===== src/design/etmm_pkg.sv =====
package etmm_pkg;

    localparam int FRAC_BITS = 16;

    localparam logic [30:0] Q30_ONE          = 31'h4000_0000;
    localparam logic [31:0] RAD_PER_UNIT_Q40 = 32'd299845282;
    localparam logic [31:0] ONE_FRAC         = 32'(64'd1 << FRAC_BITS);

    localparam logic [16:0] UNITS_OFFSET   = 17'd46080;
    localparam logic [16:0] UNITS_FULL     = 17'd23040;
    localparam logic [16:0] UNITS_FULL_X2  = 17'd46080;
    localparam logic [16:0] UNITS_FULL_X3  = 17'd69120;
    localparam logic [16:0] UNITS_QUARTER  = 17'd5760;
    localparam logic [16:0] UNITS_HALF     = 17'd11520;
    localparam logic [16:0] UNITS_3QUARTER = 17'd17280;
    localparam logic [12:0] UNITS_EIGHTH   = 13'd2880;

    localparam int NDIV = 9;
    localparam logic [3:0] K_SIN_LAST  = 4'd3;
    localparam logic [3:0] K_COS_FIRST = 4'd4;
    localparam logic [3:0] K_COS_LAST  = 4'd8;

    localparam logic [5:0] DIV_HALF [NDIV] = '{6'd36, 6'd21, 6'd10, 6'd3,
                                              6'd45, 6'd28, 6'd15, 6'd6, 6'd1};
    localparam logic [5:0] DIV_SHIFT [NDIV] = '{6'd38, 6'd37, 6'd36, 6'd34,
                                               6'd38, 6'd37, 6'd36, 6'd35, 6'd32};
    localparam logic [31:0] DIV_RECIP [NDIV] = '{
        32'(((64'd1 << 38) + 64'd71) / 64'd72),
        32'(((64'd1 << 37) + 64'd41) / 64'd42),
        32'(((64'd1 << 36) + 64'd19) / 64'd20),
        32'(((64'd1 << 34) + 64'd5) / 64'd6),
        32'(((64'd1 << 38) + 64'd89) / 64'd90),
        32'(((64'd1 << 37) + 64'd55) / 64'd56),
        32'(((64'd1 << 36) + 64'd29) / 64'd30),
        32'(((64'd1 << 35) + 64'd11) / 64'd12),
        32'((64'd1 << 32) / 64'd2)
    };

    localparam logic [4:0] STEP_SCALE = 5'd14;
    localparam logic [4:0] STEP_LAST  = 5'd22;
    localparam logic [1:0] SCALE_COL [9] = '{2'd0, 2'd0, 2'd0, 2'd1, 2'd1, 2'd1,
                                             2'd2, 2'd2, 2'd2};
    localparam logic [1:0] SCALE_ROW [9] = '{2'd0, 2'd1, 2'd2, 2'd0, 2'd1, 2'd2,
                                             2'd0, 2'd1, 2'd2};

    localparam logic [1:0] AXIS_LAST = 2'd2;
    localparam logic [1:0] LAST_COL  = 2'd3;

    typedef enum logic [1:0] {
        QUAD_0,
        QUAD_1,
        QUAD_2,
        QUAD_3
    } quad_t;

    typedef struct packed {
        logic [11:0] r;
        quad_t       quad;
        logic        fold;
    } ang_t;

    typedef struct packed {
        logic [2:0][31:0] trans;
        logic [2:0][31:0] scale;
        ang_t [2:0]       ang;
    } pose_t;

    typedef struct packed {
        logic [2:0][2:0][31:0] elem;
        logic [2:0][31:0]      trans;
    } mat_t;

    typedef enum logic [3:0] {
        SC_IDLE,
        SC_X_MUL,
        SC_X_WB,
        SC_X2_MUL,
        SC_X2_WB,
        SC_P_MUL,
        SC_P_WB,
        SC_D_MUL,
        SC_D_WB,
        SC_S_MUL,
        SC_S_WB,
        SC_DONE
    } sc_state_t;

    typedef enum logic [2:0] {
        BK_IDLE,
        BK_START,
        BK_WAIT,
        BK_MUL,
        BK_WB,
        BK_HAND
    } bk_state_t;

    function automatic ang_t reduce_angle(input logic [15:0] a);
        logic [16:0] u;
        logic [16:0] r;
        ang_t        res;
        u = {a[15], a} + UNITS_OFFSET;
        if (u >= UNITS_FULL_X3) begin
            u = u - UNITS_FULL_X3;
        end else if (u >= UNITS_FULL_X2) begin
            u = u - UNITS_FULL_X2;
        end else if (u >= UNITS_FULL) begin
            u = u - UNITS_FULL;
        end
        if (u >= UNITS_3QUARTER) begin
            res.quad = QUAD_3;
            r = u - UNITS_3QUARTER;
        end else if (u >= UNITS_HALF) begin
            res.quad = QUAD_2;
            r = u - UNITS_HALF;
        end else if (u >= UNITS_QUARTER) begin
            res.quad = QUAD_1;
            r = u - UNITS_QUARTER;
        end else begin
            res.quad = QUAD_0;
            r = u;
        end
        if (r[12:0] > UNITS_EIGHTH) begin
            res.fold = 1'b1;
            res.r    = 12'(UNITS_QUARTER - r);
        end else begin
            res.fold = 1'b0;
            res.r    = r[11:0];
        end
        return res;
    endfunction

    function automatic logic [31:0] sat32(input logic signed [34:0] v);
        logic [31:0] res;
        if (v > 35'sh0_7FFF_FFFF) begin
            res = 32'h7FFF_FFFF;
        end else if (v < -35'sh0_8000_0000) begin
            res = 32'h8000_0000;
        end else begin
            res = v[31:0];
        end
        return res;
    endfunction

endpackage


===== src/design/etmm_front.sv =====
module etmm_front (
    input  logic            aclk,
    input  logic            aresetn,
    input  logic            s_axis_tvalid,
    output logic            s_axis_tready,
    input  logic [239:0]    s_axis_tdata,
    output logic            pose_valid,
    input  logic            pose_ready,
    output etmm_pkg::pose_t pose
);
    import etmm_pkg::*;

    logic  valid_reg, valid_next;
    pose_t pose_reg, pose_next;
    logic  take;

    assign s_axis_tready = !valid_reg || pose_ready;
    assign take          = s_axis_tvalid && s_axis_tready;

    always_comb begin
        valid_next = valid_reg;
        pose_next  = pose_reg;
        if (pose_ready) begin
            valid_next = 1'b0;
        end
        if (take) begin
            valid_next       = 1'b1;
            pose_next.trans  = s_axis_tdata[95:0];
            pose_next.ang[0] = reduce_angle(s_axis_tdata[111:96]);
            pose_next.ang[1] = reduce_angle(s_axis_tdata[127:112]);
            pose_next.ang[2] = reduce_angle(s_axis_tdata[143:128]);
            pose_next.scale  = s_axis_tdata[239:144];
        end
    end

    always_ff @(posedge aclk) begin
        if (!aresetn) begin
            valid_reg <= 1'b0;
        end else begin
            valid_reg <= valid_next;
        end
        pose_reg <= pose_next;
    end

    assign pose_valid = valid_reg;
    assign pose       = pose_reg;

endmodule


===== config.mk =====
export PLATFORM = sky130hd
export DESIGN_NAME = etmm_front
export DESIGN_NICKNAME = d
export VERILOG_FILES = /design/src/design/etmm_pkg.sv /design/src/design/etmm_front.sv
export SDC_FILE = /design/constraint.sdc
export NUM_CORES = 1
export LEC_CHECK = 0
export BUFFER_PORTS_ARGS = -buffer_cell sky130_fd_sc_hd__buf_2
export CORE_ASPECT_RATIO = 0.5
export CORE_MARGIN = 2
export CORE_UTILIZATION = 41
export DETAILED_ROUTE_END_ITERATION = 6
export PLACE_DENSITY = 0.68
export SLEW_MARGIN = 15
export SYNTH_ARGS = -nofsm -noshare
export SYNTH_HDL_FRONTEND = slang
export SYNTH_SLANG_ARGS = --single-unit

===== constraint.sdc =====
create_clock -name aclk -period 17.25 [get_ports aclk]
set_clock_uncertainty 0.05 [all_clocks]
set_input_delay 3.45 -clock aclk [delete_from_list [all_inputs] [get_ports aclk]]
set_output_delay 3.45 -clock aclk [all_outputs]
set_load 0.1 [all_outputs]

Yosys cells after proc, flatten, opt, wreduce, memory -nomap -nowiden
Cells that the tools add are included.
Operators by class
  $lt $le $gt $ge: 21
  add/subtract/negate cells: 24
  reductions and logical operators: 7
  multiplexer cells: 38
Operator list (count)
  $mux W17: 12
  $mux W13: 12
  $ge A17 B15 Y1 const B: 6
  $add A17 B16 Y17 const B: 3
  $ge A17 B13 Y1 const B: 3
  $ge A17 B14 Y1 const B: 3
  $ge A17 B16 Y1 const B: 3
  $ge A17 B17 Y1 const B: 3
  $sub A17 B15 Y17 const B: 3
  $sub A17 B16 Y17 const B: 3
  $sub A17 B17 Y17 const B: 3
  $gt A13 B12 Y1 const B: 3
  $sub A13 B10 Y13 const B: 3
  $sub A13 B12 Y13 const B: 3
  $sub A13 B13 Y13 const B: 3
  $mux W12: 3
  $sub A11 B12 Y12 const A: 3
  $mux W1: 11
  $reduce_or A2 Y1: 3
  $reduce_bool A2 Y1: 1
  $logic_and A1 B1 Y1: 1
  $logic_not A1 Y1: 1
  $logic_or A1 B1 Y1: 1
Word-level totals
  input bits: 244
  output and inout port bits: 239
  bits in registers: 238
  logic and storage cells: 109

Depth between registers and ports, before layout
  depth in word-level cells: 13
  depth in mapped cells: 21

Least setup slack after synthesis
OpenSTA, ideal clock, no wires.
  kind: input to register
  start point: input pose_ready
  end point: register pose_reg (netlist bit pose[0]), enable pin
  data arrival time: 9.731 ns
  stages on the path: 2
  required time: 16.575 ns
  slack: 6.843 ns
  setup time: 0.625 ns
  path buffers: 0
  cell sequence: nand2b_1 -> and2_1
On the way
  word-level cells in the longest chain between the ends: 2
Ends and longest elaborated chain
  start, declared: line etmm_front.sv:8  | input logic pose_ready,
  $logic_or A1 B1 Y1: line etmm_front.sv:17  | assign s_axis_tready = !valid_reg || pose_ready;
  $logic_and A1 B1 Y1: line etmm_front.sv:18  | assign take = s_axis_tvalid && s_axis_tready;
  via take: line etmm_front.sv:15  | logic take;
  end signal, assigned: line etmm_front.sv:42  | pose_reg <= pose_next;
  end, declared: line etmm_front.sv:14  | pose_t pose_reg, pose_next;
The timed path passes the listed nets, and every way through them passes these cells.
A chain may end at the register's enable or synchronous reset.

Worst setup path after layout
  start point: input s_axis_tdata[138]
  end point: register pose_reg (netlist bit pose[34]) (data pin)
On the way
  word-level cells in the longest chain between the ends: 13
  elaborated cells on any way between the ends: 24
Ends and longest elaborated chain
  start, declared: line etmm_front.sv:6  | input logic [239:0] s_axis_tdata,
  $add A17 B16 Y17 (*): line etmm_pkg.sv:101  | u = {a[15], a} + UNITS_OFFSET;
  $sub A17 B15 Y17 or $ge A17 B15 Y1 (tied branches): line etmm_pkg.sv:107, etmm_pkg.sv:106
  $mux W17: line etmm_pkg.sv:106  | end else if (u >= UNITS_FULL) begin
  $mux W17: line etmm_pkg.sv:104  | end else if (u >= UNITS_FULL_X2) begin
  $mux W17 (*): line etmm_pkg.sv:102  | if (u >= UNITS_FULL_X3) begin
  $mux W17 (*): line etmm_front.sv:26  | if (take) begin
  $ge A17 B13 Y1 or $sub A13 B13 Y13 (tied branches): line etmm_pkg.sv:115, etmm_pkg.sv:117
  $mux W13: line etmm_pkg.sv:115  | end else if (u >= UNITS_QUARTER) begin
  $mux W13: line etmm_pkg.sv:112  | end else if (u >= UNITS_HALF) begin
  $mux W13 (*): line etmm_pkg.sv:109  | if (u >= UNITS_3QUARTER) begin
  $mux W13 (*): line etmm_front.sv:26
  $sub A11 B12 Y12 or $gt A13 B12 Y1 (tied branches): line etmm_pkg.sv:124, etmm_pkg.sv:122
  $mux W12 (*): line etmm_pkg.sv:122  | if (r[12:0] > UNITS_EIGHTH) begin
Every way passes the cells marked *; elsewhere a longest branch is shown, timed or not. The select of a mux whose other input is x is not followed.

==> summary.md <==
| Metric | Value |
|---|---|
| Post-synthesis async set-or-reset flop share | 0% |
| Number of top-level design ports | approximately 480 |
| Register area share after synthesis | 54.5% |
| DRT Pass-1 Iters | 5 |
| Die area | approximately 0.033 sq mm |
| Area overhead of the layout relative to synthesis | 27.2% |
| Largest fanout on the critical path | 16 |
| Final-report setup violation count | 0 |
| Via count of the first global-routing pass | 10900 |
| Main flop type after synthesis | sky130_fd_sc_hd__edfxtp_1 |
| Final hold violation count | 0 |
| CTS tree | built |
| Vias post-DR | 11800 |
| Wire length of the first global-routing pass | approximately 66000 um |
| Post-CTS Setup Bufs | 0 |
| Worst setup path category | in -> reg |
| Distinct cells, synth | 98 |
| Final period util | between 50% and 60% |
| Mean instance size in the synthesized netlist | between 10 and 15 sq um |
| Drt drc | 0 |
| Minimum period implied by the final worst setup slack | ~8900 ps |
| Post-detailed-route count of antenna-violating nets | 0 |
| Pin slew with the least headroom to its limit | about 1100 ps |
| Multi-input gate area | roughly 0.0056 sq mm |
| CP Data Required Time | 17470 ps |
| Average vias per placed instance | 5.73 |
| Worst IR Drop VDD | 0.0645 mV |
| Number of antenna violations at the first check in global routing | 15 |
| Total half-perimeter wirelength after legalization and detailed placement | between 30000 and 40000 um |
| Synthesized cell area | between 0.01 and 0.015 sq mm |
| Die span in x | 257 um |
| Top Family by Delay on Critical Path | compound AO/OA/AOI/OAI gates |
| Number of enable-type register cells in the synthesized netlist | roughly 240 |
| Worst Path Arrival | 9150 ps |
| Unrepaired setup endpoints after global routing | no |
| Largest net degree at the start of global routing | 82 |
| #FFs+latches synth | 238 |
| # rows | 46 |
| Final Max Tran Viols | 0 |
| Seq. cell area | 0.00714 sq mm |
| Accumulated negative setup slack | 0 ps |
| CTS Root Cell | sky130_fd_sc_hd__clkbuf_16 |
| Fraction of post-synthesis cell area in the top cell type by area | 54.4% |
| Post-CTS Resized | 0 |
| Syn nets | approximately 1400 |
| Clk pin slew, worst setup/hold paths | roughly 70 ps |
| Number of buffers and inverters on the critical path | 1 |
| Final net count | between 1500 and 2000 |
| Cell type with the largest total area after synthesis | sky130_fd_sc_hd__edfxtp_1 |
| Ordered cell list for the critical path | buf_2 > ha_1 > xor2_1 > nor3_1 > o31ai_1 > nand2_1 > a21oi_1 > xnor2_2 > ha_1 > nand2_1 > nor3_1 > a2111oi_1 > a31o_2 > nor2_1 > a311o_1 > a32oi_1 > o21ai_1 > mux2_2 |
| Pwr per Cell Area | 136 mW/mm^2 |
| Top area cells in the synthesized netlist | sky130_fd_sc_hd__edfxtp_1 (54%), sky130_fd_sc_hd__ha_1 (4.3%), sky130_fd_sc_hd__nand2_1 (2.0%) |
| CTS sink count | ~240 |
| Die outline height | roughly 130 um |
| Largest buffer count on any clock path | 3 |
| Number of synthesis warnings | 0 |
| Total wirelength of the detailed-routed design | ~46000 um |
| Initial core utilization | between 40% and 50% |
| Number of H-tree branching levels | 1 |
| Drt wl/cell | 22.1 um |
| Slowest cell delay on critical path | 720 ps |
| Most used standard cell by instance count after synthesis | sky130_fd_sc_hd__edfxtp_1 |
| Latest clock arrival within the worst-skew pair | 520 ps |
| Slew Limit Headroom | about a quarter |
| Port-buffer cells | between 400 and 500 |
| Worst Setup Start Kind | input pin |
| Share of layout cells above drive strength 1 | a little over a third |
| Endpoint class of the critical path | flop |
| Area of the core region | 0.0315 sq mm |
| CTS buffer count | 24 |
| Sum of overflow across all layers after global routing | 0 |
| Status | complete, no violations |
| Achievable Freq | about 0.11 GHz |
| Most used standard cells in the synthesized netlist | sky130_fd_sc_hd__edfxtp_1 (237), sky130_fd_sc_hd__nand2_1 (70), sky130_fd_sc_hd__nor2_1 (58) |
| Tot Pwr | 2.27 mW |
| Last weighted congestion value of the routability-driven placer | 0.916 |
| Number of maximum-capacitance violations | 0 |
| Cell with the largest stage delay on the worst path | sky130_fd_sc_hd__a32oi_1 |
| GRT Util Overall | 25.5% |
| Total of fill cells in the finished design | between 2000 and 3000 |
| Worst hold-check path type | reg -> reg |
| Number of buffers inserted by hold repair at cts | 0 |
| Synthesized instance count | roughly 1100 |
| Cell leakage power | slightly below 7 nW |
| Max reg flops | 237 |
| Detailed Route Iter0 Violations | 962 |
[final cells by class]
type                       instances  area share (%)
antenna                           14           0.210
clock buffer                      26            3.65
clock inverter                    18           0.774
inverter                          46            1.04
multi-input combinational        800            33.5
sequential                       238            42.9
tap                              432            3.25
timing repair buffer             486            14.7
[metal layers]
layer | part of all wire (%) | up-vias | track usage [%]
met5 | 0.037 | - | 0
met4 | 1.9 | 2 | 5.98
met3 | 5.9 | 57 | 3.48
met2 | 50 | 480 | 44.9
met1 | 42 | 5793 | 33.8
li1 | - | 5469 | -
[per-stage QoR]
| stage | worst slack [ps] | utilization [%] | area (sq um) | cells | hold WS [ps] |
|---|---|---|---|---|---|
| final | 8330 | 52.8 | 16600 | 2060 | 555 |
| after global routing | 7900 | 52.7 | 16600 | 2055 | 572 |
| after CTS | 8450 | 52.7 | 16600 | 2046 | 550 |
| after detailed placement | 7900 | 50.3 | 15900 | 2002 | 539 |
| after global placement | 8130 | 50.3 | 15900 | 2002 | 520 |
| after floorplan | 6840 | - | 13100 | 1131 | 1730 |
[cells by family after synthesis]
| kind of cell | share of synthesized area, % |
|---|---|
| compound gates | 18.7 |
| mux | 1.20 |
| fa+ha+maj | 4.30 |
| flops | 54.5 |
| xor+xnor | 2.79 |
| simple gates | 15.7 |
| buf+inv | 2.81 |
[worst register-to-register path, stage by stage (launching register included)]
cell	delay [ps]
sky130_fd_sc_hd__dfxtp_1	330
sky130_fd_sc_hd__nand2b_1	130
sky130_fd_sc_hd__and2_4	340
sky130_fd_sc_hd__buf_4	830
sky130_fd_sc_hd__buf_4	820
[power breakdown]
part,switching [mW],internal [mW],total [mW]
Sequential,0.0164,0.725,0.741
Clock,0.229,0.271,0.500
Combinational,0.797,0.229,1.03
[final timing paths]
kind | cells past startpoint | slack [ps] | startpoint | endpoint
max | 18 | 8330 | s_axis_tdata[138] | pose[34]
min | 2 | 560 | pose_valid | pose_valid
max reg2reg | 4 | 14370 | pose_valid | pose[3]
min reg2reg | 2 | 560 | pose_valid | pose_valid
[cells in the final DEF (no fill, tap or decap), types with 11 or more instances in the layout]
cell type	synthesis	routed
sky130_fd_sc_hd__buf_2	9	482
sky130_fd_sc_hd__a211oi_1	18	18
sky130_fd_sc_hd__or4_1	14	14
sky130_fd_sc_hd__edfxtp_1	237	237
sky130_fd_sc_hd__o21ai_0	42	42
sky130_fd_sc_hd__nor2_1	58	58
sky130_fd_sc_hd__a21oi_1	46	46
sky130_fd_sc_hd__diode_2	0	14
sky130_fd_sc_hd__a31oi_1	22	22
sky130_fd_sc_hd__nor3_1	39	39
sky130_fd_sc_hd__nor4_1	15	15
sky130_fd_sc_hd__xor2_1	11	11
sky130_fd_sc_hd__o211ai_1	15	15
sky130_fd_sc_hd__nand3_1	43	43
sky130_fd_sc_hd__nand2_1	70	70
sky130_fd_sc_hd__a221oi_1	13	13
sky130_fd_sc_hd__clkbuf_16	0	24
sky130_fd_sc_hd__and2_1	17	16
sky130_fd_sc_hd__nand2b_1	20	20
sky130_fd_sc_hd__and3_1	17	17
sky130_fd_sc_hd__inv_1	45	45
sky130_fd_sc_hd__xnor2_1	27	27
sky130_fd_sc_hd__a21o_1	11	11
sky130_fd_sc_hd__o221ai_1	13	13
sky130_fd_sc_hd__a311oi_1	11	11
sky130_fd_sc_hd__nand4_1	20	20
sky130_fd_sc_hd__ha_1	45	45
Power figures use the tool's default switching activity.
