## src/design/etmm_pkg.sv

```systemverilog
package etmm_pkg;

    localparam int FRAC_BITS = 16;

    localparam logic [30:0] Q30_ONE          = 31'h4000_0000;
    localparam logic [31:0] RAD_PER_UNIT_Q40 = 32'd299845282;
    localparam logic [31:0] ONE_FRAC         = 32'(64'd1 << FRAC_BITS);

    localparam logic [16:0] UNITS_OFFSET   = 17'd46080;
    localparam logic [16:0] UNITS_FULL     = 17'd23040;
    localparam logic [16:0] UNITS_FULL_X2  = 17'd46080;
    localparam logic [16:0] UNITS_FULL_X3  = 17'd69120;
    localparam logic [16:0] UNITS_QUARTER  = 17'd5760;
    localparam logic [16:0] UNITS_HALF     = 17'd11520;
    localparam logic [16:0] UNITS_3QUARTER = 17'd17280;
    localparam logic [12:0] UNITS_EIGHTH   = 13'd2880;

    localparam int NDIV = 9;
    localparam logic [3:0] K_SIN_LAST  = 4'd3;
    localparam logic [3:0] K_COS_FIRST = 4'd4;
    localparam logic [3:0] K_COS_LAST  = 4'd8;

    localparam logic [5:0] DIV_HALF [NDIV] = '{6'd36, 6'd21, 6'd10, 6'd3,
                                              6'd45, 6'd28, 6'd15, 6'd6, 6'd1};
    localparam logic [5:0] DIV_SHIFT [NDIV] = '{6'd38, 6'd37, 6'd36, 6'd34,
                                               6'd38, 6'd37, 6'd36, 6'd35, 6'd32};
    localparam logic [31:0] DIV_RECIP [NDIV] = '{
        32'(((64'd1 << 38) + 64'd71) / 64'd72),
        32'(((64'd1 << 37) + 64'd41) / 64'd42),
        32'(((64'd1 << 36) + 64'd19) / 64'd20),
        32'(((64'd1 << 34) + 64'd5) / 64'd6),
        32'(((64'd1 << 38) + 64'd89) / 64'd90),
        32'(((64'd1 << 37) + 64'd55) / 64'd56),
        32'(((64'd1 << 36) + 64'd29) / 64'd30),
        32'(((64'd1 << 35) + 64'd11) / 64'd12),
        32'((64'd1 << 32) / 64'd2)
    };

    localparam logic [4:0] STEP_SCALE = 5'd14;
    localparam logic [4:0] STEP_LAST  = 5'd22;
    localparam logic [1:0] SCALE_COL [9] = '{2'd0, 2'd0, 2'd0, 2'd1, 2'd1, 2'd1,
                                             2'd2, 2'd2, 2'd2};
    localparam logic [1:0] SCALE_ROW [9] = '{2'd0, 2'd1, 2'd2, 2'd0, 2'd1, 2'd2,
                                             2'd0, 2'd1, 2'd2};

    localparam logic [1:0] AXIS_LAST = 2'd2;
    localparam logic [1:0] LAST_COL  = 2'd3;

    typedef enum logic [1:0] {
        QUAD_0,
        QUAD_1,
        QUAD_2,
        QUAD_3
    } quad_t;

    typedef struct packed {
        logic [11:0] r;
        quad_t       quad;
        logic        fold;
    } ang_t;

    typedef struct packed {
        logic [2:0][31:0] trans;
        logic [2:0][31:0] scale;
        ang_t [2:0]       ang;
    } pose_t;

    typedef struct packed {
        logic [2:0][2:0][31:0] elem;
        logic [2:0][31:0]      trans;
    } mat_t;

    typedef enum logic [3:0] {
        SC_IDLE,
        SC_X_MUL,
        SC_X_WB,
        SC_X2_MUL,
        SC_X2_WB,
        SC_P_MUL,
        SC_P_WB,
        SC_D_MUL,
        SC_D_WB,
        SC_S_MUL,
        SC_S_WB,
        SC_DONE
    } sc_state_t;

    typedef enum logic [2:0] {
        BK_IDLE,
        BK_START,
        BK_WAIT,
        BK_MUL,
        BK_WB,
        BK_HAND
    } bk_state_t;

    function automatic ang_t reduce_angle(input logic [15:0] a);
        logic [16:0] u;
        logic [16:0] r;
        ang_t        res;
        u = {a[15], a} + UNITS_OFFSET;
        if (u >= UNITS_FULL_X3) begin
            u = u - UNITS_FULL_X3;
        end else if (u >= UNITS_FULL_X2) begin
            u = u - UNITS_FULL_X2;
        end else if (u >= UNITS_FULL) begin
            u = u - UNITS_FULL;
        end
        if (u >= UNITS_3QUARTER) begin
            res.quad = QUAD_3;
            r = u - UNITS_3QUARTER;
        end else if (u >= UNITS_HALF) begin
            res.quad = QUAD_2;
            r = u - UNITS_HALF;
        end else if (u >= UNITS_QUARTER) begin
            res.quad = QUAD_1;
            r = u - UNITS_QUARTER;
        end else begin
            res.quad = QUAD_0;
            r = u;
        end
        if (r[12:0] > UNITS_EIGHTH) begin
            res.fold = 1'b1;
            res.r    = 12'(UNITS_QUARTER - r);
        end else begin
            res.fold = 1'b0;
            res.r    = r[11:0];
        end
        return res;
    endfunction

    function automatic logic [31:0] sat32(input logic signed [34:0] v);
        logic [31:0] res;
        if (v > 35'sh0_7FFF_FFFF) begin
            res = 32'h7FFF_FFFF;
        end else if (v < -35'sh0_8000_0000) begin
            res = 32'h8000_0000;
        end else begin
            res = v[31:0];
        end
        return res;
    endfunction

endpackage

```

## src/design/etmm_fifo.sv

```systemverilog
module etmm_fifo (
    input  logic            aclk,
    input  logic            aresetn,
    input  logic            in_valid,
    output logic            in_ready,
    input  etmm_pkg::pose_t in_pose,
    output logic            out_valid,
    input  logic            out_ready,
    output etmm_pkg::pose_t out_pose
);
    import etmm_pkg::*;

    pose_t      mem_reg [2];
    logic       wr_ptr_reg, rd_ptr_reg;
    logic [1:0] count_reg;
    logic       push, pop;

    assign in_ready  = (count_reg != 2'd2);
    assign out_valid = (count_reg != 2'd0);
    assign push      = in_valid && in_ready;
    assign pop       = out_valid && out_ready;
    assign out_pose  = mem_reg[rd_ptr_reg];

    always_ff @(posedge aclk) begin
        if (!aresetn) begin
            wr_ptr_reg <= 1'b0;
            rd_ptr_reg <= 1'b0;
            count_reg  <= 2'd0;
        end else begin
            if (push) begin
                wr_ptr_reg <= !wr_ptr_reg;
            end
            if (pop) begin
                rd_ptr_reg <= !rd_ptr_reg;
            end
            count_reg <= count_reg + {1'b0, push} - {1'b0, pop};
        end
        if (push) begin
            mem_reg[wr_ptr_reg] <= in_pose;
        end
    end

endmodule

```

## config.mk

```make
export PLATFORM = sky130hd
export DESIGN_NAME = etmm_fifo
export DESIGN_NICKNAME = d
export VERILOG_FILES = /design/src/design/etmm_pkg.sv /design/src/design/etmm_fifo.sv
export SDC_FILE = /design/constraint.sdc
export NUM_CORES = 1
export LEC_CHECK = 0
export BUFFER_PORTS_ARGS = -buffer_cell sky130_fd_sc_hd__buf_2
export CORE_MARGIN = 3
export CORE_UTILIZATION = 45
export CTS_CLUSTER_DIAMETER = 50
export DETAILED_ROUTE_END_ITERATION = 6
export PLACE_DENSITY = 0.77
export SKIP_LAST_GASP = 1
export SYNTH_ARGS = -nofsm -noshare
export SYNTH_HDL_FRONTEND = slang
export SYNTH_SLANG_ARGS = --single-unit
```

## constraint.sdc

```tcl
create_clock -name aclk -period 10.6 [get_ports aclk]
set_clock_uncertainty 0.05 [all_clocks]
set_input_delay 2.12 -clock aclk [delete_from_list [all_inputs] [get_ports aclk]]
set_output_delay 2.12 -clock aclk [all_outputs]
set_load 0.05 [all_outputs]
```

# Word level (Yosys, flattened, before mapping)
# Memories as Yosys holds them, arrays and structs flattened. A register that Yosys moved wholly into a read port is not among the register bits.
# Cells that the tools add are included.
[totals]
ff_bits = 4
mem_bits_rw = 474
inputBits = 241
output_inout_bits = 239
word_cells = 16
memories = 1
[classes]
add_sub_neg = 2
n_eq_ne = 1
muxes = 4
reduce_logical = 5
[memory_table]
columns = ["memory", "depth", "word_bits", "read_ports", "rd_clocked_by_memory_dff", "wr", "line", "text"]
rows = [
  ["mem_reg", 2, 237, 1, 1, 1, "etmm_fifo.sv:13", "pose_t mem_reg [2];"],
]
[op_table]
columns = ["cell", "n"]
rows = [
  ["1-bit two-way mux", 4],
  ["2-bit by 1-bit adder with 2-bit output", 1],
  ["1-bit logical AND", 2],
  ["1-bit zero test", 2],
  ["2-bit inequality test (second input constant)", 1],
  ["2-bit nonzero test", 1],
  ["2-bit by 1-bit subtractor with 2-bit output", 1],
]

# Longest topological paths before layout
# Gate-level depths: netlist of the first run.
[logic_depth]
depth_word = 4
mapped_depth = 6
mapped_depth_nobuf = 6

# Worst setup path before layout of the first run
# OpenSTA, ideal clock, no wires.
[synth_timing]
kind = "in2reg"
start = "input port in_valid"
end = "memory mem_reg[1][0] in the netlist's numbering (enable)"
setup_ps = 629
t_arrival_ps = 7573
t_required_ps = 9921
setup_slack_ps = 2348
stages = 1
n_path_buf = 0
path_cell_list = "and3_1"
[synth_between]
elab_chain_cells = 3
[synth_rtl]
columns = ["item", "line", "text"]
rows = [
  ["start: declaration", "etmm_fifo.sv:4", "input logic in_valid,"],
  ["1-bit logical AND", "etmm_fifo.sv:20", "assign push = in_valid && in_ready;"],
  ["1-bit two-way mux", "etmm_fifo.sv:38", "if (push) begin"],
  ["1-bit two-way mux (implied by the code)", "etmm_fifo.sv:39", "mem_reg[wr_ptr_reg] <= in_pose;"],
  ["end: declaration", "etmm_fifo.sv:13", ""],
]
# No other way between the ends.

==> results.ini, run 1 <==
[floorplanning]
die_w_um = 203
core_sq_mm = 0.0379
rows = 71
ioPinCount = 480
die_height_um = 203
dieArea_sq_mm = 0.0411
start_util_pct = 46.0

[clock_tree]
cts_setup_buffers = 0
clkLatencyLatePin_ps = 560
clkSinkCount = 479
numCtsBuffers = 49
cts-root-buf = clkbuf_16
holdBufCountCts = 0
clkTransAtPathRegs_ps = 50
htree_num_levels = 2
cts_resized = 0
cts_tree = done
cts_buffer_depth = 3

[routing]
viasPerCell = 4.95
drt-wirelength-per-cell_um = 20.0
drcViolationCount = 0
first_pass_iters = 4
postRouteAntennaNets = 0
routed_wl_um = 36800
vias = 9082
drtIter0Drc = 470

[placed_design]
port_buffers = 479
pre_cts_slack_ps = 5500
dpl.hpwl_um = 25000
place_area_sq_mm = 0.0203
gp_congestion = 0.791

[cells_and_area]
finalInstanceArea_sq_mm = 0.0219
synthToLayoutAreaGrowth_pct = 25.5
n_fill_cell = 2835
drive_gt1_share_pct = 60.2
seq_area_sq_mm = 0.0143
multi_input_area_sq_mm = 0.00283
largest_register_ffs = 474
nets = 1521

[flow_run]
maxCapViolations = 0

[timing]
fmax_ghz = 0.177
slew_headroom_pct = 27.3
finalWorstSetupSlack_ps = 4940
timing.final.hold_violations = 0
rsz0062_at_grt = false
tightest_slew_ps = 1090
final_max_slew_viol_count = 0
tns_ps = 0
fin_crit_ps = 5660
whs_ps = 477
setup_viol = 0
period_share_pct = 53.4

[hold_path]
hold_class = reg -> reg

[global_routing]
grt_antenna_before_repair = 9
first_global_vias = 9513
grt_pass1_wl_um = 54300
grt.total_usage_pct = 17.1
grt-ovfl-total = 0
grt_max_degree = 101

[power_and_ir_drop]
vdd_drop_max_v = 0.000179
power.density_mw_per_mm2 = 258
power.leakage_nw = 8.11
p_total_w = 0.00565

[logic_synthesis]
synth_edf_count = 474
ys_seq_elements = 479
synth-seq-area-share_pct = 82.2
synth_flop_cell = edfxtp_1
synth_top_area_cell = edfxtp_1
avgSynthCellArea_sq_um = 22.7
synth_top_area_share_pct = 81.6
ys_top_cells_by_count = 474 x edfxtp_1, 237 x mux2_2, 20 x buf_6, 6 x buf_4, 5 x dfxtp_1
synth.area.top_cells = edfxtp_1 82%, mux2_2 15%, buf_6 1.3%
netlist_area_sq_mm = 0.0174
synth.distinct_cells = 24
async_flop_share_pct = 0
yosysMostFrequentCell = edfxtp_1
syn-instance-count = 767
syn-num-nets = 1009
yosys_warnings = 0

[critical_path]
crit_arrival_ps = 3490
cp_data_required_time_ps = 8430
path_class = reg -> out
setup.worst_path.end_class = output pin
critPathLaunchType = flip-flop
path_max_fanout = 79

[outcome]
outcome = finished, final reports clean

layout by cell type (no fill, tap or decap), types with 3 or more instances in the layout:
cell / count
diode_2: 5
dfxtp_1: 4
clkbuf_16: 51
clkbuf_1: 16
clkinv_2: 3
mux2_2: 237
inv_8: 3
edfxtp_1: 474
buf_2: 479
buf_4: 8
bufinv_16: 4
nor2_1: 4
clkinv_1: 11
logic make-up after synthesis:
family                     after synthesis  synth area share [%]
DFF                                    479                  82.2
AOI/OAI and AO/OA                        6                 0.251
buffers and inverters                   28                  1.59
xor gates and xnor gates                 1                0.0502
muxes                                  237                  15.3
adders and majority gates                1                0.0718
and+or+nand+nor                         15                 0.502
critical path, cell delays in order, from the launching register on:
cell and delay (ps):
dfxtp_4 600, buf_4 670, buf_4 890, mux2_2 430, buf_2 210
power by group:
group	internal [W]	switching [W]
logic	0.000431	0.00119
registers	0.00230	0.0000535
clock network	0.000997	0.000671
total	0.00373	0.00192
layer usage:
| metal | vias to the layer above | track usage (%) | wire length (um) |
|---|---|---|---|
| li1 | 4111 | - | - |
| met2 | 408 | 28.8 | 18100 |
| met1 | 4467 | 19.8 | 13600 |
| met3 | 90 | 6.03 | 3670 |
| met4 | 6 | 7.94 | 1380 |
| met5 | - | 0 | 37 |
metrics by stage:
stage / util (%) / instances
global route: 57.7 / 1835
global placement: 53.5 / 1739
CTS: 57.6 / 1831
floorplan: - / 767
finish: 57.7 / 1836
detailed placement: 53.5 / 1739
worst paths after layout:
check,startpoint,end,slack (ps),cells after the start
max,flip-flop,out_pose[13],4940,4
min reg2reg,rd_ptr_reg$_SDFFE_PN0P_,flip-flop,480,2
min,rd_ptr_reg$_SDFFE_PN0P_,flip-flop,480,2
max reg2reg,count_reg[0]$_SDFF_PN0_,mem_reg[1][12]$_DFFE_PP_,7340,4
final cells by class:
class	count	share of cell area, %
inverters	2	0.0686
clock buffers	69	6.23
repair buffers	487	11.2
flip-flops and latches	479	65.5
diodes	5	0.0572
multi-input cells	260	12.9
well taps	511	2.92
clock inverters	23	1.02
(Power assumes the default switching activity.)
==> run 2: changes to the inputs <==
--- a/config.mk
+++ b/config.mk
@@ -10,7 +10,7 @@
 export CORE_UTILIZATION = 45
 export CTS_CLUSTER_DIAMETER = 50
 export DETAILED_ROUTE_END_ITERATION = 6
-export PLACE_DENSITY = 0.77
+export PLACE_DENSITY = 0.8
 export SKIP_LAST_GASP = 1
 export SYNTH_ARGS = -nofsm -noshare
 export SYNTH_HDL_FRONTEND = slang
==> constraint.sdc (replaced) <==
create_clock -name aclk -period 4.6 [get_ports aclk]
set_clock_uncertainty 0.05 [all_clocks]
set_input_delay 0.92 -clock aclk [delete_from_list [all_inputs] [get_ports aclk]]
set_output_delay 0.92 -clock aclk [all_outputs]
set_load 0.05 [all_outputs]
==> run 2 against run 1 <==
Net effect: critical path depth shrank 1; sequential power grew 130%; design area grew 0.65%; hold slack lost 18 ps; global-route usage grew 0.21 points; total power grew 130%; setup slack lost 3800 ps; first-iteration DRC count grew 2.1%; clock-buffer cell count shrank 13; sequential share of layout area shrank 0.42 points.
==> results.ini, run 2 (synthesis results as in run 1) <==
[outcome]
outcome = finished, final reports clean

[global_routing]
grt_max_degree = 148
first_global_vias = 9666
grt_pass1_wl_um = 54600
grt.total_usage_pct = 17.3
grt-ovfl-total = 0
grt_antenna_before_repair = 10

[clock_tree]
cts-root-buf = clkbuf_16
clkLatencyLatePin_ps = 560
clkSinkCount = 479
cts_setup_buffers = 0
numCtsBuffers = 49
cts_buffer_depth = 3
holdBufCountCts = 0
clkTransAtPathRegs_ps = 60
cts_tree = done
htree_num_levels = 2
cts_resized = 0

[timing]
slew_headroom_pct = 28.2
fmax_ghz = 0.286
setup_viol = 0
period_share_pct = 76.0
timing.final.hold_violations = 0
fin_crit_ps = 3490
final_max_slew_viol_count = 0
tightest_slew_ps = 1080
rsz0062_at_grt = false

[cells_and_area]
final_cell_mix = 479 x buf_2, 474 x edfxtp_1, 237 x mux2_2
final_util_pct = 58.0
largest_register_ffs = 474
nets = 1531
layout_commonest_cell = buf_2
synthToLayoutAreaGrowth_pct = 26.3
instances_no_fill = 1841
drive_gt1_share_pct = 61.2

[placed_design]
gp_congestion = 0.815
port_buffers = 479
placed_cells_incl_taps = 1749
dpl.hpwl_um = 25000

[critical_path]
reg2reg_slack_ps = 1290
critPathLaunchType = flip-flop
r2r-end = mem_reg[0][143]$_DFFE_PP_
crit_slowest_cell = dfxtp_4
path_max_fanout = 54
r2r_start = count_reg[0]$_SDFF_PN0_
path_cells = buf_4 > mux2_2 > buf_2
cp_data_required_time_ps = 3630
crit_arrival_ps = 2520
path_class = reg -> out
setup.worst_path.end_class = output pin
cp_slowest_stage_delay_ps = 910
r2r_cells = 5

[floorplanning]
die_height_um = 203
start_util_pct = 46.0
rows = 71
ioPinCount = 480
dieArea_sq_mm = 0.0411
die_w_um = 203
core_sq_mm = 0.0379

[routing]
wirelength_met1_um = 13200
wl_met2_um = 19000
drcViolationCount = 0
routed_wl_um = 37000
met3_length_um = 3680
vias = 9093
first_pass_iters = 5
viasPerCell = 4.94
postRouteAntennaNets = 0
drt-wirelength-per-cell_um = 20.1
maxUsedRoutingLayer = met5
drtIter0Drc = 480

[flow_run]
maxCapViolations = 0

[power_and_ir_drop]
power.density_mw_per_mm2 = 594
power.leakage_nw = 8.17
vdd_drop_max_v = 0.000470

[hold_path]
min_path_cells = 2
worstHoldStart = rd_ptr_reg$_SDFFE_PN0P_
hold_class = reg -> reg

-- run 2: cell count changes in the layout (fill, tap and decap cells not counted), sizes merged --
cell | previous run | this run
diode | 5 | 7
clkbuf | 69 | 56
clkinvlp | 1 | 3
clkinv | 15 | 20
bufinv | 4 | 6
inv | 5 | 2
buf | 487 | 497
-- run 2: final cells by class --
class / count / area [sq um]
fillers: 2839 / 15900
flip-flops and latches: 479 / 14300
multi-input cells: 260 / 2830
repair buffers: 497 / 2620
clock buffers: 56 / 1250
well taps: 511 / 639
clock inverters: 29 / 313
diodes: 7 / 17.5
inverters: 2 / 11.3
-- run 2: layer usage --
layer,vias up,GRT usage [%]
li1,4136,-
met1,4476,19.7
met2,404,29.9
met3,71,6.64
met4,6,6.29
met5,-,0
-- run 2: power by group --
group | internal [W] | switching (W)
Sequential | 0.00530 | 0.000154
Combinational | 0.00104 | 0.00274
Clock | 0.00229 | 0.00154
Total | 0.00863 | 0.00444
-- run 2: how the worst max path moves through the flow --
stage / cells past startpoint / slack [ps] / to / from
floorplan: 2 / -450 / mem_reg[0][0]$_DFFE_PP_ / in_valid
global placement: 5 / 970 / mem_reg[0][192]$_DFFE_PP_ / in_valid
detailed placement: 5 / 950 / mem_reg[0][136]$_DFFE_PP_ / in_valid
CTS: 3 / 1000 / out_pose[131] / flip-flop
global route: 3 / 940 / out_pose[129] / flip-flop
finish: 3 / 1110 / out_pose[129] / flip-flop
-- run 2: per-stage QoR --
step           power (W)  area [sq um]  TNS (ps)  setup slack, ps  hold WS [ps]
5_1_grt           0.0135         22000         0              939           462
2_1_floorplan    0.00856         17400   -107760             -455           422
3_3_place_gp     0.00929         20400         0              971           437
3_5_place_dp     0.00935         20400         0              954           448
4_1_cts           0.0132         22000         0             1000           455
6_report          0.0131         22000         0             1110           458
-- run 2: critical path, delay by kind of cell (launching register included) --
| kind | cells | cell delay, ps |
|---|---|---|
| buffers and inverters | 2 | 640 |
| DFF | 1 | 910 |
| muxes | 1 | 390 |
