`src/design/etmm_pkg.sv`:
```
package etmm_pkg;

    localparam int FRAC_BITS = 16;

    localparam logic [30:0] Q30_ONE          = 31'h4000_0000;
    localparam logic [31:0] RAD_PER_UNIT_Q40 = 32'd299845282;
    localparam logic [31:0] ONE_FRAC         = 32'(64'd1 << FRAC_BITS);

    localparam logic [16:0] UNITS_OFFSET   = 17'd46080;
    localparam logic [16:0] UNITS_FULL     = 17'd23040;
    localparam logic [16:0] UNITS_FULL_X2  = 17'd46080;
    localparam logic [16:0] UNITS_FULL_X3  = 17'd69120;
    localparam logic [16:0] UNITS_QUARTER  = 17'd5760;
    localparam logic [16:0] UNITS_HALF     = 17'd11520;
    localparam logic [16:0] UNITS_3QUARTER = 17'd17280;
    localparam logic [12:0] UNITS_EIGHTH   = 13'd2880;

    localparam int NDIV = 9;
    localparam logic [3:0] K_SIN_LAST  = 4'd3;
    localparam logic [3:0] K_COS_FIRST = 4'd4;
    localparam logic [3:0] K_COS_LAST  = 4'd8;

    localparam logic [5:0] DIV_HALF [NDIV] = '{6'd36, 6'd21, 6'd10, 6'd3,
                                              6'd45, 6'd28, 6'd15, 6'd6, 6'd1};
    localparam logic [5:0] DIV_SHIFT [NDIV] = '{6'd38, 6'd37, 6'd36, 6'd34,
                                               6'd38, 6'd37, 6'd36, 6'd35, 6'd32};
    localparam logic [31:0] DIV_RECIP [NDIV] = '{
        32'(((64'd1 << 38) + 64'd71) / 64'd72),
        32'(((64'd1 << 37) + 64'd41) / 64'd42),
        32'(((64'd1 << 36) + 64'd19) / 64'd20),
        32'(((64'd1 << 34) + 64'd5) / 64'd6),
        32'(((64'd1 << 38) + 64'd89) / 64'd90),
        32'(((64'd1 << 37) + 64'd55) / 64'd56),
        32'(((64'd1 << 36) + 64'd29) / 64'd30),
        32'(((64'd1 << 35) + 64'd11) / 64'd12),
        32'((64'd1 << 32) / 64'd2)
    };

    localparam logic [4:0] STEP_SCALE = 5'd14;
    localparam logic [4:0] STEP_LAST  = 5'd22;
    localparam logic [1:0] SCALE_COL [9] = '{2'd0, 2'd0, 2'd0, 2'd1, 2'd1, 2'd1,
                                             2'd2, 2'd2, 2'd2};
    localparam logic [1:0] SCALE_ROW [9] = '{2'd0, 2'd1, 2'd2, 2'd0, 2'd1, 2'd2,
                                             2'd0, 2'd1, 2'd2};

    localparam logic [1:0] AXIS_LAST = 2'd2;
    localparam logic [1:0] LAST_COL  = 2'd3;

    typedef enum logic [1:0] {
        QUAD_0,
        QUAD_1,
        QUAD_2,
        QUAD_3
    } quad_t;

    typedef struct packed {
        logic [11:0] r;
        quad_t       quad;
        logic        fold;
    } ang_t;

    typedef struct packed {
        logic [2:0][31:0] trans;
        logic [2:0][31:0] scale;
        ang_t [2:0]       ang;
    } pose_t;

    typedef struct packed {
        logic [2:0][2:0][31:0] elem;
        logic [2:0][31:0]      trans;
    } mat_t;

    typedef enum logic [3:0] {
        SC_IDLE,
        SC_X_MUL,
        SC_X_WB,
        SC_X2_MUL,
        SC_X2_WB,
        SC_P_MUL,
        SC_P_WB,
        SC_D_MUL,
        SC_D_WB,
        SC_S_MUL,
        SC_S_WB,
        SC_DONE
    } sc_state_t;

    typedef enum logic [2:0] {
        BK_IDLE,
        BK_START,
        BK_WAIT,
        BK_MUL,
        BK_WB,
        BK_HAND
    } bk_state_t;

    function automatic ang_t reduce_angle(input logic [15:0] a);
        logic [16:0] u;
        logic [16:0] r;
        ang_t        res;
        u = {a[15], a} + UNITS_OFFSET;
        if (u >= UNITS_FULL_X3) begin
            u = u - UNITS_FULL_X3;
        end else if (u >= UNITS_FULL_X2) begin
            u = u - UNITS_FULL_X2;
        end else if (u >= UNITS_FULL) begin
            u = u - UNITS_FULL;
        end
        if (u >= UNITS_3QUARTER) begin
            res.quad = QUAD_3;
            r = u - UNITS_3QUARTER;
        end else if (u >= UNITS_HALF) begin
            res.quad = QUAD_2;
            r = u - UNITS_HALF;
        end else if (u >= UNITS_QUARTER) begin
            res.quad = QUAD_1;
            r = u - UNITS_QUARTER;
        end else begin
            res.quad = QUAD_0;
            r = u;
        end
        if (r[12:0] > UNITS_EIGHTH) begin
            res.fold = 1'b1;
            res.r    = 12'(UNITS_QUARTER - r);
        end else begin
            res.fold = 1'b0;
            res.r    = r[11:0];
        end
        return res;
    endfunction

    function automatic logic [31:0] sat32(input logic signed [34:0] v);
        logic [31:0] res;
        if (v > 35'sh0_7FFF_FFFF) begin
            res = 32'h7FFF_FFFF;
        end else if (v < -35'sh0_8000_0000) begin
            res = 32'h8000_0000;
        end else begin
            res = v[31:0];
        end
        return res;
    endfunction

endpackage

```
`src/design/etmm_out.sv`:
```
module etmm_out (
    input  logic           aclk,
    input  logic           aresetn,
    input  logic           mat_valid,
    output logic           mat_ready,
    input  etmm_pkg::mat_t mat,
    output logic           m_axis_tvalid,
    input  logic           m_axis_tready,
    output logic [127:0]   m_axis_tdata,
    output logic [1:0]     m_axis_tuser,
    output logic           m_axis_tlast
);
    import etmm_pkg::*;

    mat_t       mat_reg;
    logic       busy_reg;
    logic [1:0] col_reg;
    logic       send;

    assign send      = busy_reg && m_axis_tready;
    assign mat_ready = !busy_reg || (send && col_reg == LAST_COL);

    always_ff @(posedge aclk) begin
        if (!aresetn) begin
            busy_reg <= 1'b0;
            col_reg  <= 2'd0;
        end else if (mat_valid && mat_ready) begin
            busy_reg <= 1'b1;
            col_reg  <= 2'd0;
        end else if (send) begin
            if (col_reg == LAST_COL) begin
                busy_reg <= 1'b0;
            end
            col_reg <= col_reg + 2'd1;
        end
        if (mat_valid && mat_ready) begin
            mat_reg <= mat;
        end
    end

    always_comb begin
        case (col_reg)
            2'd0: m_axis_tdata = {32'd0, mat_reg.elem[0]};
            2'd1: m_axis_tdata = {32'd0, mat_reg.elem[1]};
            2'd2: m_axis_tdata = {32'd0, mat_reg.elem[2]};
            default: m_axis_tdata = {ONE_FRAC, mat_reg.trans};
        endcase
    end

    assign m_axis_tvalid = busy_reg;
    assign m_axis_tuser  = col_reg;
    assign m_axis_tlast  = (col_reg == LAST_COL);

endmodule
```
`config.mk`:
```
export PLATFORM = sky130hd
export DESIGN_NAME = etmm_out
export DESIGN_NICKNAME = d
export VERILOG_FILES = /design/src/design/etmm_pkg.sv /design/src/design/etmm_out.sv
export SDC_FILE = /design/constraint.sdc
export NUM_CORES = 1
export LEC_CHECK = 0
export BUFFER_PORTS_ARGS = -buffer_cell sky130_fd_sc_hd__buf_2
export CORE_AREA = 4 4 203 205
export DETAILED_ROUTE_END_ITERATION = 12
export DIE_AREA = 0 0 207 209
export GPL_TIMING_DRIVEN = 1
export RECOVER_POWER = 50
export SLEW_MARGIN = 20
export SYNTH_ARGS = -nofsm -noshare
export SYNTH_HDL_FRONTEND = slang
export SYNTH_SLANG_ARGS = --single-unit
```
`constraint.sdc`:
```
create_clock -name aclk -period 22.4 [get_ports aclk]
set_input_delay 4.48 -clock aclk [delete_from_list [all_inputs] [get_ports aclk]]
set_output_delay 4.48 -clock aclk [all_outputs]
set_load 0.005 [all_outputs]
```
# Yosys cells after proc, flatten, opt, wreduce, memory -nomap -nowiden
# Index checks and enable logic that the tools add are counted.
# op_classes
add_sub_neg,1
reduce_logical,10
muxes,4
n_eq_ne,3
bitwise,1
# ops
cell,count
case mux 113 bit (3 select lines),1
"== test 2 bit, second input constant",2
nonzero test 2 bit,2
logical AND 1 bit,3
two-way mux 1 bit,3
"adder 2 x 1 -> 2 bit, second input constant",1
"== test 2 x 1 -> 1 bit, second input constant",1
zero test 2 bit,1
AND reduction 2 bit,1
OR reduction 2 bit,1
zero test 1 bit,1
logical OR 1 bit,1
NOT 1 bit,1
# totals
reg_bits,387
out_inout_bits,133

# Depth between registers and ports, before layout
# Gate-level depths: netlist (run 1).
# logic_depth
word_depth,6
depth_mapped,7

# Worst setup path after synthesis (run 1)
# OpenSTA, ideal clock, no wires.
# synth_timing
kind,input to register
start,input m_axis_tready
end,register mat_reg[0] (netlist bit) (enable)
path_buffers,0
required_ns,21.604
cell_stages,2
setup_slack_ns,8.268
t_arrival_ns,13.336
setup_ns,0.796
path_cell_list,a21bo_2 > and2_1
# synth_via
elab_chain_len,4
# synth_rtl
element,line,rtl
"start, declared",etmm_out.sv:8,"input logic m_axis_tready,"
logical AND 1 bit,etmm_out.sv:20,assign send = busy_reg && m_axis_tready;
logical AND 1 bit,etmm_out.sv:21,assign mat_ready = !busy_reg || (send && col_reg == LAST_COL);
logical OR 1 bit,etmm_out.sv:21,
logical AND 1 bit,etmm_out.sv:36,if (mat_valid && mat_ready) begin
"end signal, assigned",etmm_out.sv:37,mat_reg <= mat;
"end, declared",etmm_out.sv:15,mat_t mat_reg;
# Every way passes these cells.
# A chain may end at the register's enable or synchronous reset.

# Worst setup path in the final report (run 1)
# layout_timing
start,input m_axis_tready
end,register mat_reg[58] (netlist bit) (enable)
# The elaborated chain is that of the path after synthesis.

==> impl_results.md, run 1 <==
* Worst slack, placed at 12920 ps
* Max FFs per register at approximately 380
* CTS H-tree depth at 2
* Min Tclk post-route at approximately 11000 ps
* WL per Instance at 20.83 um
* Hold_buf cts at 0
* Post-synthesis area per instance at 18.90 um^2
* Hold crit path type: flop to flop
* Layout net count at 1656
* Distinct cells, synth at 17
* Initial Util at 36.83%
* Failing checks: max-capacitance violations, max-slew violations
* Total CTS buffers at 41
* Post-CTS sizing at 0
* Largest net degree at the start of global routing at 90
* Cell Rows at 73
* Hold Vio Cnt, Final at 0
* Remaining DRCs at 0
* Reg clk slew, reported paths at 60 ps
* Initial antenna violation count at 23
* Clock Path Buffers at 3
* Via density at between 4 and 5
* Cell count after synthesis at approximately 770
* Antenna Nets Post-Route at 0
* Total grt overflow at 0
* Slew at the pin with the worst max-slew slack at just over 5000 ps
* CP max FO at 84
* Top Ports at 521
* Area growth from synthesis to layout at 27.97%
* Crit share post-route at 47.11%
* Top cell type's share of synthesized area at slightly below 80%
* Routability congestion estimate at roughly 0.8
* Reg2reg path depth at 5
* Maximum vdd ir drop at 0.00006672 V
* First-pass GRT wire length at 55.57 mm
* Setup CP Type: input port to flop
* Height of the chip at around 210 um
* Post-CTS Setup Bufs at 0
* Hold Path Cell Cnt at 2
* GRT Overall Usage at about 17%
* Fmax at ~95 MHz
* Power density cells at 85.60 nW/um^2
* Setup_tns at 0 ps
* CP required at between 20000 and 25000 ps
* CTS Sinks at ~390
* Vias in the first global route at 9245
* Max cap viols at 1
* CP Capture Type: flop
* Hpwl dp at 26.20 mm
* Worst Slack Setup Final at about 12000 ps
* Via count at about 8900
* CTS tree: built
* RSZ-0062 raised after global routing: false
* Area of the die at 43260 um^2
* Port bufs at about 500
* Worst EP arrival at 10710 ps
* # setup viols final at 0
* Initial DRC Count at 933
* Max transition margin at -245.3%
* Die width at 207 um
* CP startpoint kind: input port
* Synth Cell Area at 14530 um^2
* Area contributors post-synth: edfxtp_1 (79%), a222oi_1 (6.6%), mux2i_1 (6.6%), inv_1 (2.6%), buf_4 (1.7%)
* Core Box Area at 39460 um^2
* Sequential fraction of the synthesis area at 79.76%
* Skew final at 17.25 ps
* Synth Warn # at 0
* Leak pwr at 7.246 nW
* Initial DRT Pass Iterations at 8
* Outcome: complete, but fails checks
* Synth area leader: edfxtp_1
* Slew Viols, Final at 85
* Clk root buf: clkbuf_16
* Synth Register Bits at just under 400
* Clock latency on the worst-skew pair at 540 ps
* Final wirelength at 38.13 mm
* Share of cells above drive strength 1 at 41.89%
stage by stage:
step / util, % / hold WS, ps / power (W) / cell area, um^2 / cells
after floorplan: - / 529.3 / 0.0009324 / 14650 / 799
after global placement: 43.97 / 546.7 / 0.0009761 / 17350 / 1746
after detailed placement: 43.97 / 565.1 / 0.0009796 / 17350 / 1746
after CTS: 47.10 / 570.9 / 0.001614 / 18590 / 1819
after global routing: 47.11 / 604.2 / 0.001658 / 18590 / 1827
final: 47.13 / 572.5 / 0.001592 / 18600 / 1831
critical path, stage by stage:
cell and delay [ps]:
clkbuf_1 190, a21bo_2 210, and2_0 3700, buf_4 1070
buf_4 910
power breakdown:
group,switching (W),total (W),internal (W)
registers,0.0000108,0.000858,0.000847
clock network,0.000264,0.000628,0.000364
logic,0.0000571,0.000106,0.0000490
total,0.000332,0.00159,0.00126
layout make-up:
cell class	instances	area [um^2]
Inverter	100	375.4
Fill cell	3542	20860
Timing Repair Buffer	498	2500
Clock inverter	13	95.09
Sequential cell	387	11590
Antenna cell	12	30.03
Clock buffer	60	1140
Multi-Input combinational cell	236	2210
Tap cell	525	656.9
metal layers:
metal,global-route usage (%),share of wire [%],vias up
li1,-,-,4033
met5,0,0.25,-
met1,19.74,37,4300
met2,28.21,49,512
met4,6.179,2.7,18
met3,6.395,11,83
cells by family (layout without fill, tap and decap cells):
| kind of cell | count (synthesis) | count (layout) | synth area share, % |
|---|---|---|---|
| DFF | 387 | 387 | 79.76 |
| buffers and inverters | 176 | 671 | 6.156 |
| AOI/OAI and AO/OA | 102 | 102 | 6.974 |
| muxes | 96 | 96 | 6.612 |
| adders and majority gates | 4 | 4 | 0.3444 |
| and+or+nand+nor | 3 | 3 | 0.1292 |
| other | 1 | 43 | 0.02580 |
path summary, 6_finish.rpt:
path / end / slack [ps] / startpoint
max: mat_reg[58]$_DFFE_PP_ / 11850 / m_axis_tready
min: m_axis_tuser[1]$_SDFFE_PP0N_ / 570 / m_axis_tvalid$_SDFFE_PN0P_
max reg2reg: mat_reg[58]$_DFFE_PP_ / 15110 / m_axis_tuser[0]$_SDFFE_PP0N_
min reg2reg: m_axis_tuser[1]$_SDFFE_PP0N_ / 570 / m_axis_tvalid$_SDFFE_PN0P_
cell usage after synthesis:
cell	n
a21bo_2	3
mux2i_1	96
buf_6	12
and2_1	1
a222oi_1	96
clkbuf_1	15
buf_2	16
edfxtp_1	384
buf_4	33
a21oi_1	1
dfxtp_1	3
inv_1	100
ha_1	4
a221oi_1	2
conb_1	1
nand3b_1	1
nand3_1	1
layout by cell type, fill, tap and decap left out, drive strengths merged, types with 2 or more instances in the layout:
master and n:
a21bo 3, clkinv 10, a221oi 2, buf 483, ha 4, a222oi 96
clkbuf 75, edfxtp 384, diode 12, mux2i 96, inv 101, conb 31
dfxtp 3
No activity file was read; power rests on OpenSTA's default activity.
==> run 2: changes to the inputs <==
Settings changed: CORE_AREA 4 4 203 205 to 4 4 202 204, DIE_AREA 0 0 207 209 to 0 0 206 208, PLACE_DENSITY set to 0.65.
Clock period 22.4 ns to 9.7 ns, I/O delays scaled along.
==> run 2 against run 1 <==
Compared with the run above: the run still ends with max-capacitance violations, max-slew violations left; routed wire length down 1.6%; critical path depth down 1; via count up 0.29%; register-to-register slack worse by 11000 ps; cell count up 0.27%; first-iteration DRC count down 10%; global-route usage down 0.28 points; worst setup slack worse by 7400 ps; critical path type unchanged; largest cell class unchanged; largest power group unchanged; highest routed layer unchanged.
==> impl_results.md, run 2 (synthesis results as in run 1) <==
* Outcome: complete, but fails checks (unchanged)
* Failing checks: max-capacitance violations, max-slew violations (unchanged)
* Post-CTS sizing at 0 (unchanged)
* Max cap viols at 1 (unchanged)
* Commonest non-fill, non-tap cell in the layout: buf_2 (unchanged)
* CP max FO at 183 (was 84)
* Hpwl dp at 25.84 mm (was 26.20 mm)
* Remaining DRCs at 0 (unchanged)
* CP max-delay cell: and2_0 (unchanged)
* CTS tree: built (unchanged)
* WL per Instance at 20.45 um (was 20.83 um)
* Maximum vdd ir drop at 0.0001442 V (was 0.00006672 V)
* Min Tclk post-route at 5292 ps
* Slew Viols, Final at 43 (was 85)
* Die width at 206 um (was 207 um)
* Clock Path Buffers at 3 (unchanged)
* Top Ports at 521 (unchanged)
* Min Hold Slack at 584.1 ps (was 572.5 ps)
* Fmax at 189.0 MHz
* Clk root buf: clkbuf_16 (unchanged)
* Max FFs per register at 384 (unchanged)
* Share of cells above drive strength 1 at 41.53% (was 41.89%)
* Cell Rows at 73 (unchanged)
* Initial antenna violation count at 24 (was 23)
* Leak pwr at 7.312 nW (was 7.246 nW)
* # setup viols final at 0 (unchanged)
* Area of the die at 42850 um^2 (was 43260 um^2)
* Core Box Area at 39280 um^2 (was 39460 um^2)
* Reg clk slew, reported paths at 60 ps (about the same)
* GRT Overall Usage at 16.50% (was 16.78%)
* Layout net count at 1654 (was 1656)
* Post-CTS Setup Bufs at 0 (unchanged)
* CP peak stage delay at 2210 ps (was 3700 ps)
* Setup_tns at 0 ps (unchanged)
* Total grt overflow at 0 (unchanged)
* Power density cells at 206.4 nW/um^2 (was 85.60 nW/um^2)
* CP startpoint kind: input port (unchanged)
* Core Util, Final at 47.88% (was 47.13%)
* First-pass GRT wire length at 53.70 mm (was 55.57 mm)
* Initial Util at 37.00% (was 36.83%)
* Clock latency on the worst-skew pair at 540 ps (about the same)
* Slew at the pin with the worst max-slew slack at 3030 ps (was 5177 ps)
* Total CTS buffers at 42 (was 41)
* Skew final at 9.724 ps (was 17.25 ps)
* Max transition margin at -102.1% (was -245.3%)
* CP required at 9860 ps (was 22560 ps)
* Multi-input gate area in the final layout at 2210 um^2 (unchanged)
* Vias in the first global route at 9163 (was 9245)
* Hold Vio Cnt, Final at 0 (unchanged)
* Setup CP Type: input port to flop (unchanged)
* Routability congestion estimate at 0.7880 (was 0.8230)
* Hold_buf cts at 0 (unchanged)
* CTS H-tree depth at 2 (unchanged)
* RSZ-0062 raised after global routing: false (unchanged)
* Hold Path Cell Cnt at 2 (unchanged)
* Worst-path cell chain: clkbuf_1 > a21bo_1 > and2_0 > buf_12 (was clkbuf_1 > a21bo_2 > and2_0 > buf_4 > buf_4)
* Initial DRC Count at 840 (was 933)
* Largest net degree at the start of global routing at 184 (was 90)
* Height of the chip at 208 um (was 209 um)
* Fillcell total at 3449 (was 3542)
* CTS Sinks at 387 (unchanged)
* Port bufs at 489 (unchanged)
* Final wirelength at 37.54 mm (was 38.13 mm)
* FF+latch area at 11590 um^2 (unchanged)
* Reg2reg path depth at 4 (was 5)
* Worst EP arrival at 5450 ps (was 10710 ps)
* Antenna Nets Post-Route at 0 (unchanged)
* Hold crit path type: flop to flop (unchanged)
* Most frequent cells in the layout: buf_2 (465), edfxtp_1 (384), inv_1 (100), a222oi_1 (96), mux2i_1 (96) (was buf_2 (474), edfxtp_1 (384), inv_1 (100), a222oi_1 (96), mux2i_1 (96))
* Via count at 8972 (was 8946)
* Via density at 4.887 (was 4.886)
* Area growth from synthesis to layout at 29.41% (was 27.97%)
* Initial DRT Pass Iterations at 7 (was 8)
* CP Capture Type: flop (unchanged)
* Crit share post-route at between 50% and 60%
-- run 2: changes by cell type in the layout (fill, tap and decap cells not counted), sizes merged --
cell,change
buf,-12
clkinv,+4
diode,+6
clkinvlp,+1
bufinv,+6
-- run 2: worst paths after layout --
check,slack (ps),endpoint,start
hold / removal,580,m_axis_tuser[1]$_SDFFE_PP0N_,m_axis_tvalid$_SDFFE_PN0P_
setup reg to reg,4580,mat_reg[176]$_DFFE_PP_,m_axis_tuser[0]$_SDFFE_PP0N_
hold reg to reg,580,m_axis_tuser[1]$_SDFFE_PP0N_,m_axis_tvalid$_SDFFE_PN0P_
setup / recovery,4410,mat_reg[176]$_DFFE_PP_,m_axis_tready
-- run 2: cell type report --
type,count,share of cell area [%]
well taps,525,3.493
inverters,100,1.996
diodes,18,0.2395
repair buffers,495,13.23
flip-flops and latches,387,61.63
clock buffers,51,6.107
clock inverters,24,1.557
multi-input cells,236,11.75
-- run 2: metrics by stage --
stage / total power [W] / std cells / instance area, um^2 / worst slack, ps
floorplan: 0.002134 / 799 / 14650 / 2440
global placement: 0.002256 / 1743 / 17350 / 4970
detailed placement: 0.002263 / 1743 / 17350 / 4921
CTS: 0.003928 / 1818 / 18790 / 4304
global route: 0.004024 / 1831 / 18790 / 4094
finish: 0.003881 / 1836 / 18810 / 4408
-- run 2: metal layers --
layer | global-route usage [%] | wire [um] | up-vias
li1 | - | - | 4037
met5 | 0 | 60 | -
met1 | 19.18 | 13600 | 4362
met2 | 27.23 | 18420 | 489
met3 | 6.219 | 4370 | 74
met4 | 7.320 | 1087 | 10
-- run 2: where the power goes --
| part | leakage [nW] | internal (W) | switching (W) | total (W) |
|---|---|---|---|---|
| logic | 2.93 | 0.000113 | 0.000132 | 0.000246 |
| clock network | 0.699 | 0.00103 | 0.000630 | 0.00166 |
| registers | 3.68 | 0.00195 | 0.0000253 | 0.00198 |
-- run 2: critical path: cells and delay by family --
kind / cells / cell delay (ps)
AO/OA/AOI/OAI: 1 / 210
AND/OR/NAND/NOR: 1 / 2210
buffers and inverters: 2 / 850
